## config.mk

```make
export PLATFORM = sky130hd
export DESIGN_NAME = greedy_coin_change
export DESIGN_NICKNAME = d
export VERILOG_FILES = /design/src/rtl/gcc_pkg.sv /design/src/rtl/gcc_sorter.sv /design/src/rtl/gcc_divider.sv /design/src/rtl/greedy_coin_change.sv
export SDC_FILE = /design/constraint.sdc
export NUM_CORES = 1
export LEC_CHECK = 0
export BUFFER_PORTS_ARGS = -buffer_cell sky130_fd_sc_hd__buf_2
export CAP_MARGIN = 0
export CORE_MARGIN = 2
export CORE_UTILIZATION = 57
export DETAILED_ROUTE_END_ITERATION = 12
export GPL_TIMING_DRIVEN = 0
export PLACE_DENSITY = 0.78
export SLEW_MARGIN = 20
export SYNTH_ARGS = -nofsm -noshare
export SYNTH_HDL_FRONTEND = slang
export SYNTH_SLANG_ARGS = --single-unit
```

## constraint.sdc

```tcl
create_clock -name clk -period 4.85 [get_ports clk]
set_input_delay 0.485 -clock clk [delete_from_list [all_inputs] [get_ports clk]]
set_output_delay 0.485 -clock clk [all_outputs]
set_load 0.02 [all_outputs]
```

## src/rtl/gcc_pkg.sv

```systemverilog
// Shared constants, types and helpers of the greedy coin change block.
package gcc_pkg;

  // Configuration slots and how many of them take part.
  localparam int NUM_SLOTS    = 8;
  localparam int NUM_DENOMS   = 8;   // 1 .. 8
  localparam int AMOUNT_WIDTH = 16;  // 8 .. 32

  localparam int DENOM_WIDTH = 16;
  localparam int FIELD_WIDTH = 16;
  localparam int CFG_IDX_W   = 4;
  localparam int SLOT_IDX_W  = $clog2(NUM_SLOTS);
  localparam int IDX_W       = (NUM_DENOMS > 1) ? $clog2(NUM_DENOMS) : 1;
  localparam int CNT_W       = $clog2(NUM_DENOMS + 1);

  // Divider datapath widths.
  localparam int REM_W  = ((AMOUNT_WIDTH > DENOM_WIDTH) ? AMOUNT_WIDTH : DENOM_WIDTH) + 1;
  localparam int STEP_W = $clog2(AMOUNT_WIDTH + 1);
  localparam int SAT_W  = (AMOUNT_WIDTH > FIELD_WIDTH) ? AMOUNT_WIDTH : FIELD_WIDTH + 1;

  // Status codes of the final result.
  localparam logic [1:0] STATUS_EXACT   = 2'd0;
  localparam logic [1:0] STATUS_PARTIAL = 2'd1;
  localparam logic [1:0] STATUS_NONE    = 2'd2;

  typedef logic [NUM_SLOTS-1:0][DENOM_WIDTH-1:0]  slot_arr_t;
  typedef logic [NUM_DENOMS-1:0][DENOM_WIDTH-1:0] sorted_arr_t;

  // Sorter status toward the sequencer.
  typedef struct packed {
    logic             done;
    logic [CNT_W-1:0] count;
  } sort_res_t;

  // Clamp an amount-wide value to a 16-bit result field.
  function automatic logic [FIELD_WIDTH-1:0] sat16(input logic [AMOUNT_WIDTH-1:0] v);
    logic [SAT_W-1:0] w;
    w = SAT_W'(v);
    if (w > SAT_W'({FIELD_WIDTH{1'b1}})) begin
      return {FIELD_WIDTH{1'b1}};
    end
    return w[FIELD_WIDTH-1:0];
  endfunction

endpackage

```

## src/rtl/gcc_sorter.sv

```systemverilog
// Insertion sorter: orders the nonzero denomination slots largest first, one slot a cycle.
module gcc_sorter (
  input  logic                clk,
  input  logic                rst,
  input  logic                start,
  input  gcc_pkg::slot_arr_t  denoms,
  output gcc_pkg::sorted_arr_t sorted,
  output gcc_pkg::sort_res_t  res
);

  logic                       busy;
  logic [gcc_pkg::IDX_W-1:0]  slot;
  logic [gcc_pkg::CNT_W-1:0]  count;
  logic                       done;
  logic [gcc_pkg::DENOM_WIDTH-1:0] d;
  logic [gcc_pkg::NUM_DENOMS-1:0]  ge;
  gcc_pkg::sorted_arr_t       sorted_next;

  assign d = denoms[gcc_pkg::SLOT_IDX_W'(slot)];

  // Entries at or above the new value keep their place; the rest shift down.
  // Empty entries hold zero, which is always below a used denomination.
  always_comb begin
    for (int j = 0; j < gcc_pkg::NUM_DENOMS; j++) begin
      ge[j] = (sorted[j] >= d);
    end
    for (int j = 0; j < gcc_pkg::NUM_DENOMS; j++) begin
      if (ge[j]) begin
        sorted_next[j] = sorted[j];
      end else if (j == 0) begin
        sorted_next[j] = d;
      end else if (ge[j-1]) begin
        sorted_next[j] = d;
      end else begin
        sorted_next[j] = sorted[j-1];
      end
    end
  end

  always_ff @(posedge clk) begin
    if (rst) begin
      busy <= 1'b0;
      done <= 1'b0;
    end else begin
      done <= 1'b0;
      if (start) begin
        busy   <= 1'b1;
        slot   <= '0;
        count  <= '0;
        sorted <= '0;
      end else if (busy) begin
        if (d != '0) begin
          sorted <= sorted_next;
          count  <= count + gcc_pkg::CNT_W'(1);
        end
        slot <= slot + gcc_pkg::IDX_W'(1);
        if (slot == gcc_pkg::IDX_W'(gcc_pkg::NUM_DENOMS - 1)) begin
          busy <= 1'b0;
          done <= 1'b1;
        end
      end
    end
  end

  assign res.done  = done;
  assign res.count = count;

endmodule

```

## src/rtl/gcc_divider.sv

```systemverilog
// Restoring divider: one quotient bit per cycle, shared by all denominations.
module gcc_divider (
  input  logic                                clk,
  input  logic                                rst,
  input  logic                                start,
  input  logic [gcc_pkg::AMOUNT_WIDTH-1:0]    dividend,
  input  logic [gcc_pkg::DENOM_WIDTH-1:0]     divisor,
  output logic                                done,
  output logic [gcc_pkg::AMOUNT_WIDTH-1:0]    quotient,
  output logic [gcc_pkg::AMOUNT_WIDTH-1:0]    remainder
);

  logic                               busy;
  logic [gcc_pkg::STEP_W-1:0]         steps;
  logic [gcc_pkg::DENOM_WIDTH-1:0]    dvsr;
  logic [gcc_pkg::REM_W-1:0]          part;
  logic [gcc_pkg::REM_W-1:0]          trial;
  logic                               fits;

  // Shift the next dividend bit into the partial remainder and try a subtract.
  assign trial = {part[gcc_pkg::REM_W-2:0], quotient[gcc_pkg::AMOUNT_WIDTH-1]};
  assign fits  = (trial >= gcc_pkg::REM_W'(dvsr));

  always_ff @(posedge clk) begin
    if (rst) begin
      busy <= 1'b0;
      done <= 1'b0;
    end else begin
      done <= 1'b0;
      if (start) begin
        busy     <= 1'b1;
        steps    <= gcc_pkg::STEP_W'(gcc_pkg::AMOUNT_WIDTH);
        dvsr     <= divisor;
        part     <= '0;
        quotient <= dividend;
      end else if (busy) begin
        part     <= fits ? (trial - gcc_pkg::REM_W'(dvsr)) : trial;
        quotient <= {quotient[gcc_pkg::AMOUNT_WIDTH-2:0], fits};
        steps    <= steps - gcc_pkg::STEP_W'(1);
        if (steps == gcc_pkg::STEP_W'(1)) begin
          busy <= 1'b0;
          done <= 1'b1;
        end
      end
    end
  end

  // The final remainder is below the divisor and no larger than the dividend.
  assign remainder = part[gcc_pkg::AMOUNT_WIDTH-1:0];

endmodule

```

## src/rtl/greedy_coin_change.sv

```systemverilog
// Top level of the greedy coin change block: config slots, sequencer and output register.
//
//  channel  handshake              payload
//  -------  ---------------------  ----------------------------------------------
//  in       in_valid / in_ready    amount
//  out      out_valid / out_ready  denomination, coin_count, total_coins,
//                                  shortfall, status, last
//  cfg      cfg_we (no wait)       cfg_index, cfg_data
//
// The sort walks one slot a cycle; each denomination then costs one pass of the
// bit-serial divider, one quotient bit a cycle. in_ready is high only while the
// sequencer is idle. Reset clears the denomination slots and the control state. A
// stalled result holds in the output register, and the next division waits until
// it is taken.
module greedy_coin_change (
  input  logic                              clk,
  input  logic                              rst,
  input  logic                              cfg_we,
  input  logic [gcc_pkg::CFG_IDX_W-1:0]     cfg_index,
  input  logic [gcc_pkg::DENOM_WIDTH-1:0]   cfg_data,
  input  logic                              in_valid,
  output logic                              in_ready,
  input  logic [15:0]                       amount,
  output logic                              out_valid,
  input  logic                              out_ready,
  output logic [15:0]                       denomination,
  output logic [15:0]                       coin_count,
  output logic [15:0]                       total_coins,
  output logic [15:0]                       shortfall,
  output logic [1:0]                        status,
  output logic                              last
);

  typedef enum logic [3:0] {
    ST_IDLE = 4'b0001,
    ST_SORT = 4'b0010,
    ST_DIV  = 4'b0100,
    ST_OUT  = 4'b1000
  } state_t;

  state_t                                state;
  gcc_pkg::slot_arr_t                    denom_reg;
  gcc_pkg::sorted_arr_t                  sorted;
  gcc_pkg::sort_res_t                    sort_res;
  logic [gcc_pkg::AMOUNT_WIDTH-1:0]      remainder;
  logic [gcc_pkg::AMOUNT_WIDTH-1:0]      coin_total;
  logic [gcc_pkg::AMOUNT_WIDTH-1:0]      coin_total_next;
  logic [gcc_pkg::IDX_W-1:0]             idx;
  logic [gcc_pkg::IDX_W-1:0]             div_idx;
  logic                                  sort_start;
  logic                                  div_start;
  logic                                  div_done;
  logic [gcc_pkg::AMOUNT_WIDTH-1:0]      div_quot;
  logic [gcc_pkg::AMOUNT_WIDTH-1:0]      div_rem;
  logic                                  fin;
  logic [1:0]                            status_fin;

  assign in_ready   = (state == ST_IDLE);
  assign sort_start = in_valid && in_ready;

  // Kick the divider right after the sort, and again each time a non-final
  // result leaves. The dividend is always the running remainder.
  assign div_start = ((state == ST_SORT) && sort_res.done && (sort_res.count != '0)) ||
                     ((state == ST_OUT) && out_ready && !last);
  assign div_idx   = (state == ST_OUT) ? (idx + gcc_pkg::IDX_W'(1)) : '0;

  gcc_sorter u_sorter (
    .clk    (clk),
    .rst    (rst),
    .start  (sort_start),
    .denoms (denom_reg),
    .sorted (sorted),
    .res    (sort_res)
  );

  gcc_divider u_divider (
    .clk       (clk),
    .rst       (rst),
    .start     (div_start),
    .dividend  (remainder),
    .divisor   (sorted[div_idx]),
    .done      (div_done),
    .quotient  (div_quot),
    .remainder (div_rem)
  );

  // Totals as they stand once the current division lands.
  assign coin_total_next = coin_total + div_quot;
  assign fin = ((gcc_pkg::CNT_W'(idx) + gcc_pkg::CNT_W'(1)) == sort_res.count);

  always_comb begin
    if (coin_total_next == '0) begin
      status_fin = gcc_pkg::STATUS_NONE;
    end else if (div_rem == '0) begin
      status_fin = gcc_pkg::STATUS_EXACT;
    end else begin
      status_fin = gcc_pkg::STATUS_PARTIAL;
    end
  end

  always_ff @(posedge clk) begin
    if (rst) begin
      state     <= ST_IDLE;
      out_valid <= 1'b0;
      denom_reg <= '0;
    end else begin
      // Drop writes beyond the slot list.
      if (cfg_we && (cfg_index < gcc_pkg::CFG_IDX_W'(gcc_pkg::NUM_SLOTS))) begin
        denom_reg[gcc_pkg::SLOT_IDX_W'(cfg_index)] <= cfg_data;
      end

      case (state)
        ST_IDLE: begin
          if (in_valid) begin
            remainder  <= gcc_pkg::AMOUNT_WIDTH'(amount);
            coin_total <= '0;
            state      <= ST_SORT;
          end
        end

        ST_SORT: begin
          if (sort_res.done) begin
            idx <= '0;
            if (sort_res.count == '0) begin
              // No denomination in use: one empty result.
              denomination <= '0;
              coin_count   <= '0;
              total_coins  <= '0;
              shortfall    <= gcc_pkg::sat16(remainder);
              status       <= gcc_pkg::STATUS_NONE;
              last         <= 1'b1;
              out_valid    <= 1'b1;
              state        <= ST_OUT;
            end else begin
              state <= ST_DIV;
            end
          end
        end

        ST_DIV: begin
          if (div_done) begin
            remainder    <= div_rem;
            coin_total   <= coin_total_next;
            denomination <= sorted[idx];
            coin_count   <= gcc_pkg::sat16(div_quot);
            total_coins  <= fin ? gcc_pkg::sat16(coin_total_next) : '0;
            shortfall    <= fin ? gcc_pkg::sat16(div_rem) : '0;
            status       <= fin ? status_fin : gcc_pkg::STATUS_EXACT;
            last         <= fin;
            out_valid    <= 1'b1;
            state        <= ST_OUT;
          end
        end

        ST_OUT: begin
          // Hold the result until taken, then advance or finish.
          if (out_ready) begin
            out_valid <= 1'b0;
            if (last) begin
              state <= ST_IDLE;
            end else begin
              idx   <= idx + gcc_pkg::IDX_W'(1);
              state <= ST_DIV;
            end
          end
        end

        default: begin
          state <= ST_IDLE;
        end
      endcase
    end
  end

endmodule

```

# Yosys cells after proc, flatten, opt, wreduce, memory -nomap -nowiden
# Cells that the tools add are included.
# word_totals
regBits	427
inputBits	41
out_inout_bits	69
elab_cells	211
# op_classes
addsub	7
order_cmp	15
n_eq_ne	21
mux	88
n_bitwise	3
reduce_logical	40
# op_table
op	n
2-to-1 mux 16 bit	37
2-to-1 mux 128 bit	2
case mux 16 bit (2 select lines)	6
binary-select mux 16 bit (select 3 bit)	3
bitwise mux 128 bit	1
>= comparator 16 bit	8
demux 16 bit (select 3 bit)	1
AND reduction 4 bit	10
zero test 16 bit	2
2-to-1 mux 4 bit	7
inequality test 2 bit (second input constant)	11
2-to-1 mux 3 bit	6
>= comparator 17 x 16 -> 1 bit	1
adder 16 bit	1
< comparator 3 x 4 -> 1 bit (second input constant)	4
case mux 4 bit (4 select lines)	1
nonzero test 16 bit	1
subtractor 16 bit	1
AND reduction 5 bit	3
2-to-1 mux 1 bit	14
nonzero test 2 bit	6
2-to-1 mux 2 bit	5
logical AND 1 bit	7
adder 3 x 1 -> 3 bit (second input constant)	2
other kinds (27)	34

# Logic depth before layout (Yosys ltp)
# logic_depth
ltp_word	7
mapped_depth	16
mapped_depth_nobuf	12

# By module
# Synthesis repeated with hierarchy kept, for this count alone.
# unflattened
cells_unflattened	2518
hier_area_um2	25170.4
# modules_own_cells
mod	n_inst	cells_each	area_each_um2	seq_area_each_um2
greedy_coin_change	1	1208	11602.4	5725.5
gcc_sorter	1	1028	10405.0	4093.9
gcc_divider	1	282	3163.0	1631.6

# Worst setup path before layout
# OpenSTA, ideal clock, no wires.
# synth_path
path_type	register to register
start	register u_sorter.slot[0] (netlist bit)
end	register u_sorter.sorted[48] (netlist bit), enable pin
setup_time_ns	0.388
arrival_time_ns	4.184
required_time_ns	4.462
slack_ns	0.278
path_stages_with_launch	17
path_buffers	4
synth_period_minus_slack_ns	4.572
path_cell_list	edfxtp_1 > buf_6 > buf_4 > mux4_2 > mux2_2 > inv_1 > ha_1 > a21o_1 > a21o_1 > a21oi_1 > o21ai_0 > a221o_1 > a21oi_1 > buf_2 > buf_2 > nor2_1 > nor2_1
# synth_between
elab_chain_cells	5
word_cells_on_any_way	7
cone_classes	order compare: 1; eq/ne: 1; mux: 2; reduce/logical: 3
# synth_rtl
element	line	text
from (decl)	gcc_sorter.sv:12	logic [gcc_pkg::IDX_W-1:0] slot;
from (signal assigned)	gcc_sorter.sv:56	slot <= slot + gcc_pkg::IDX_W'(1);
binary-select mux 16 bit (select 3 bit) (*)	gcc_sorter.sv:19	assign d = denoms[gcc_pkg::SLOT_IDX_W'(slot)];
2-to-1 mux 16 bit (implied by the code) (*)	gcc_sorter.sv:19	
>= comparator 16 bit or nonzero test 16 bit (tied branches)	gcc_sorter.sv:25, gcc_sorter.sv:52	
inequality test 2 bit (no source line) or nonzero test 2 bit (tied branches)	-	
AND reduction 4 bit (no source line) (*)	-	
to (signal assigned)	gcc_sorter.sv:53	sorted <= sorted_next;
to (decl)	gcc_sorter.sv:7	output gcc_pkg::sorted_arr_t sorted,
# Mark *: on every way between the ends. The rest lies on a longest branch, timed or not. The select of a mux whose other input is x is not followed.
# A chain may end at the register's enable or synchronous reset.

# Final worst setup path
# layout_path
start	register u_sorter.slot[1] (netlist bit)
end	register u_sorter.sorted[37] (netlist bit), enable pin
# The elaborated chain is that of the path after synthesis.

==> out/metrics.yaml <==
outcome:
  run_status: "finished, final reports clean"
floorplan:
  floorplan.die_area_sq_um: 44600
  die-width_um: 211
  die_height_um: 211
  site_rows: 75
  effective_utilization_at_floorplan_pct: 58.0
  ios: 110
  core_region_area_sq_um: 42100
logic_synthesis:
  netlist.area_leader.share_pct: 35.6
  synth_nets: 2608
  synthesized_instance_count: 2399
  synthFlopType: "edfxtp_1"
  synthesis.area_per_instance_sq_um: 10.2
  yosysUniqueCellTypes: 70
  netlist.top_cell.by_area: "edfxtp_1"
  edff_count_synth: 290
  yosys_register_bits: 427
  yosys_warnings: 0
  share_of_synthesized_area_occupied_by_flip_flops_and_latches_pct: 46.8
  synth.top_cells.by_area: "edfxtp_1 (36%), dfxtp_1 (11%), ha_1 (8.5%)"
  netlist_area_sq_um: 24500
  asyncSetResetFlopFracSynth_pct: 0
routing:
  number_of_remaining_drc_errors: 0
  drtPass1Iterations: 6
  detail_route.wirelength_um: 71700
  drtAntennaViolNets: 0
  routed_wire_length_per_instance_um: 22.9
  avgViaCountPerCell: 6.35
  vias: 19900
  drtIter0Drc: 2350
timing:
  final_hold_viol_count: 0
  min_period_over_period_pct: 98.8
  final-max-slew-violation-count: 0
  setup_violations: 0
  max_freq_ghz: 0.209
  setup-tns-final_ns: 0
  finalWorstPathRequiredPeriod_ns: 4.79
  timing.hold.ws_ns: 0.124
  worstMarginPinSlew_ns: 1.23
  rel_slew_slack_pct: 17.9
  skew_ns: 0.0418
final_layout:
  post_route_cells_drive_above_1_share_pct: 12.2
  post_layout_nonfiller_instances: 3135
  area.growth.synth_to_final_pct: 12.7
  fill_cells: 3193
  layout.cells.most_common_list: "nor2_1 (367), nand2_1 (311), edfxtp_1 (290)"
  finalCoreUtilization_pct: 65.4
  antenna_cells_inserted: 0
  layout_commonest_cell: "nor2_1"
  fin_nets: 2766
setup_path:
  timing.setup.critical_path_class: "flip-flop to flip-flop"
  startpoint_type: "flip-flop"
  cp_max_fo: 16
  critical_path_arrival_ns: 5.02
  critPathRequiredTime_ns: 5.08
  setup.worst_path.end_class: "flip-flop"
clock_tree:
  ctsHtreeMaxLevel: 2
  cts_root_buffer: "clkbuf_16"
  clock_sink_count: 427
  clock_latency_ns: 0.62
  cts_buffers: 47
  cts.clk_slew.worst_paths_ns: 0.07
  max-clock-path-buffers: 3
  cts_tree: "done"
placement:
  place.detailed.hpwl_um: 53200
  gp_congestion: 1.19
  placed_cells: 3033
  port_buffers: 91
global_route:
  pin_count_of_the_biggest_net_entering_global_routing: 51
  grt_pass1_vias: 19700
  antenna_found_initial: 0
  first_pass_grt_wire_length_um: 109000
  gr-total-overflow: 0
  gr-usage-all-layers_pct: 31.9
power:
  power_density_nw_per_um2: 317
  total_power_w: 0.00874
  leakagePower_nw: 10.6
  worst_supply_voltage_drop_on_vdd_v: 0.000322
hold_path:
  min_path_type: "input pin to flip-flop"
flow_run:
  timing.max_cap.violations: 0
-- critical path, stage by stage (launching register included) --
cell	delay [ns]
edfxtp_1	0.57
buf_2	0.42
mux4_2	0.37
mux2_2	0.42
inv_1	0.41
ha_1	0.33
a21o_1	0.16
a211oi_1	0.24
o21ai_0	0.15
a21oi_1	0.13
buf_2	0.27
buf_2	0.35
nor2_1	0.13
nor2_4	0.41
-- cell families (layout without fill, tap and decap cells) --
family          Yosys count  count (layout)  synth area share, %
compound gates          388             388                 9.74
buf+inv                 222             419                 3.64
mux                     267             267                 14.3
xor+xnor                 30              30                 1.07
fa+ha+maj               168             168                 8.66
flops                   427             427                 46.8
simple gates            897             897                 15.7
-- cells in the mapped netlist, drive strengths merged (6+ instances only) --
cell / number
dfxtp: 137
nor3: 46
nand4: 21
nor2: 376
and2: 24
edfxtp: 290
nand2b: 20
buf: 33
a211oi: 23
nand3b: 6
xor2: 17
nor2b: 15
inv: 69
o21a: 8
nand3: 38
nand2: 311
mux4: 64
mux2i: 187
o211ai: 12
ha: 166
a21o: 47
mux2: 16
a21oi: 137
o311ai: 7
xnor2: 13
clkbuf: 120
o31ai: 16
nor3b: 6
o21ai: 104
nor4: 14
-- routing by layer --
metal	up-vias	wire (um)	global-route usage (%)
li1	8952	-	-
met1	9619	27300	41.0
met2	1141	33100	51.7
met3	210	7780	5.66
met4	0	3460	16.8
met5	-	0	0
-- final timing paths --
check                            startpoint                                 to  slack, ns  cells past startpoint
max reg2reg  u_sorter.slot[1]$_SDFFCE_PP0P_  u_sorter.sorted[37]$_SDFFCE_PP0P_       0.06                     13
min                               out_ready             out_valid$_SDFFE_PP0P_       0.12                      2
max          u_sorter.slot[1]$_SDFFCE_PP0P_  u_sorter.sorted[37]$_SDFFCE_PP0P_       0.06                     13
min reg2reg     denom_reg[120]$_SDFFE_PP0P_        denom_reg[120]$_SDFFE_PP0P_       0.45                      2
-- area by class of cell --
type	instances	area, sq um	area share (%)
Buffer	153	658	2.39
Sequential cell	427	11500	41.5
Tap cell	539	674	2.45
Multi-Input combinational cell	1750	12200	44.3
Timing Repair Buffer	107	694	2.52
Inverter	69	270	0.980
Clock inverter	24	287	1.04
Clock buffer	64	1320	4.79
Timing Repair inverter	2	12.5	0.0454
-- metrics by stage --
step                      setup WS (ns)  area [sq um]
after CTS                       0.00841         27400
after detailed placement         -0.760         25700
after floorplan                   0.278         24500
after global routing            -0.0473         27600
after global placement            -1.09         25600
final                            0.0594         27600
-- power breakdown --
part / leakage [nW] / switching [W] / internal [W]
Clock: 0.789 / 0.00153 / 0.00218
Combinational: 6.09 / 0.000590 / 0.000347
Sequential: 3.67 / 0.0000980 / 0.00400
Total: 10.6 / 0.00221 / 0.00653
-- repair_timing --
item,in CTS,in global routing
buffers inserted,6,6
cloned,0,2
resized for setup,15,12
hold buffers,0,0
setup endpoints to repair,169,128
pin swaps,3,2
Note: power is estimated with default switching activity, not from simulation.
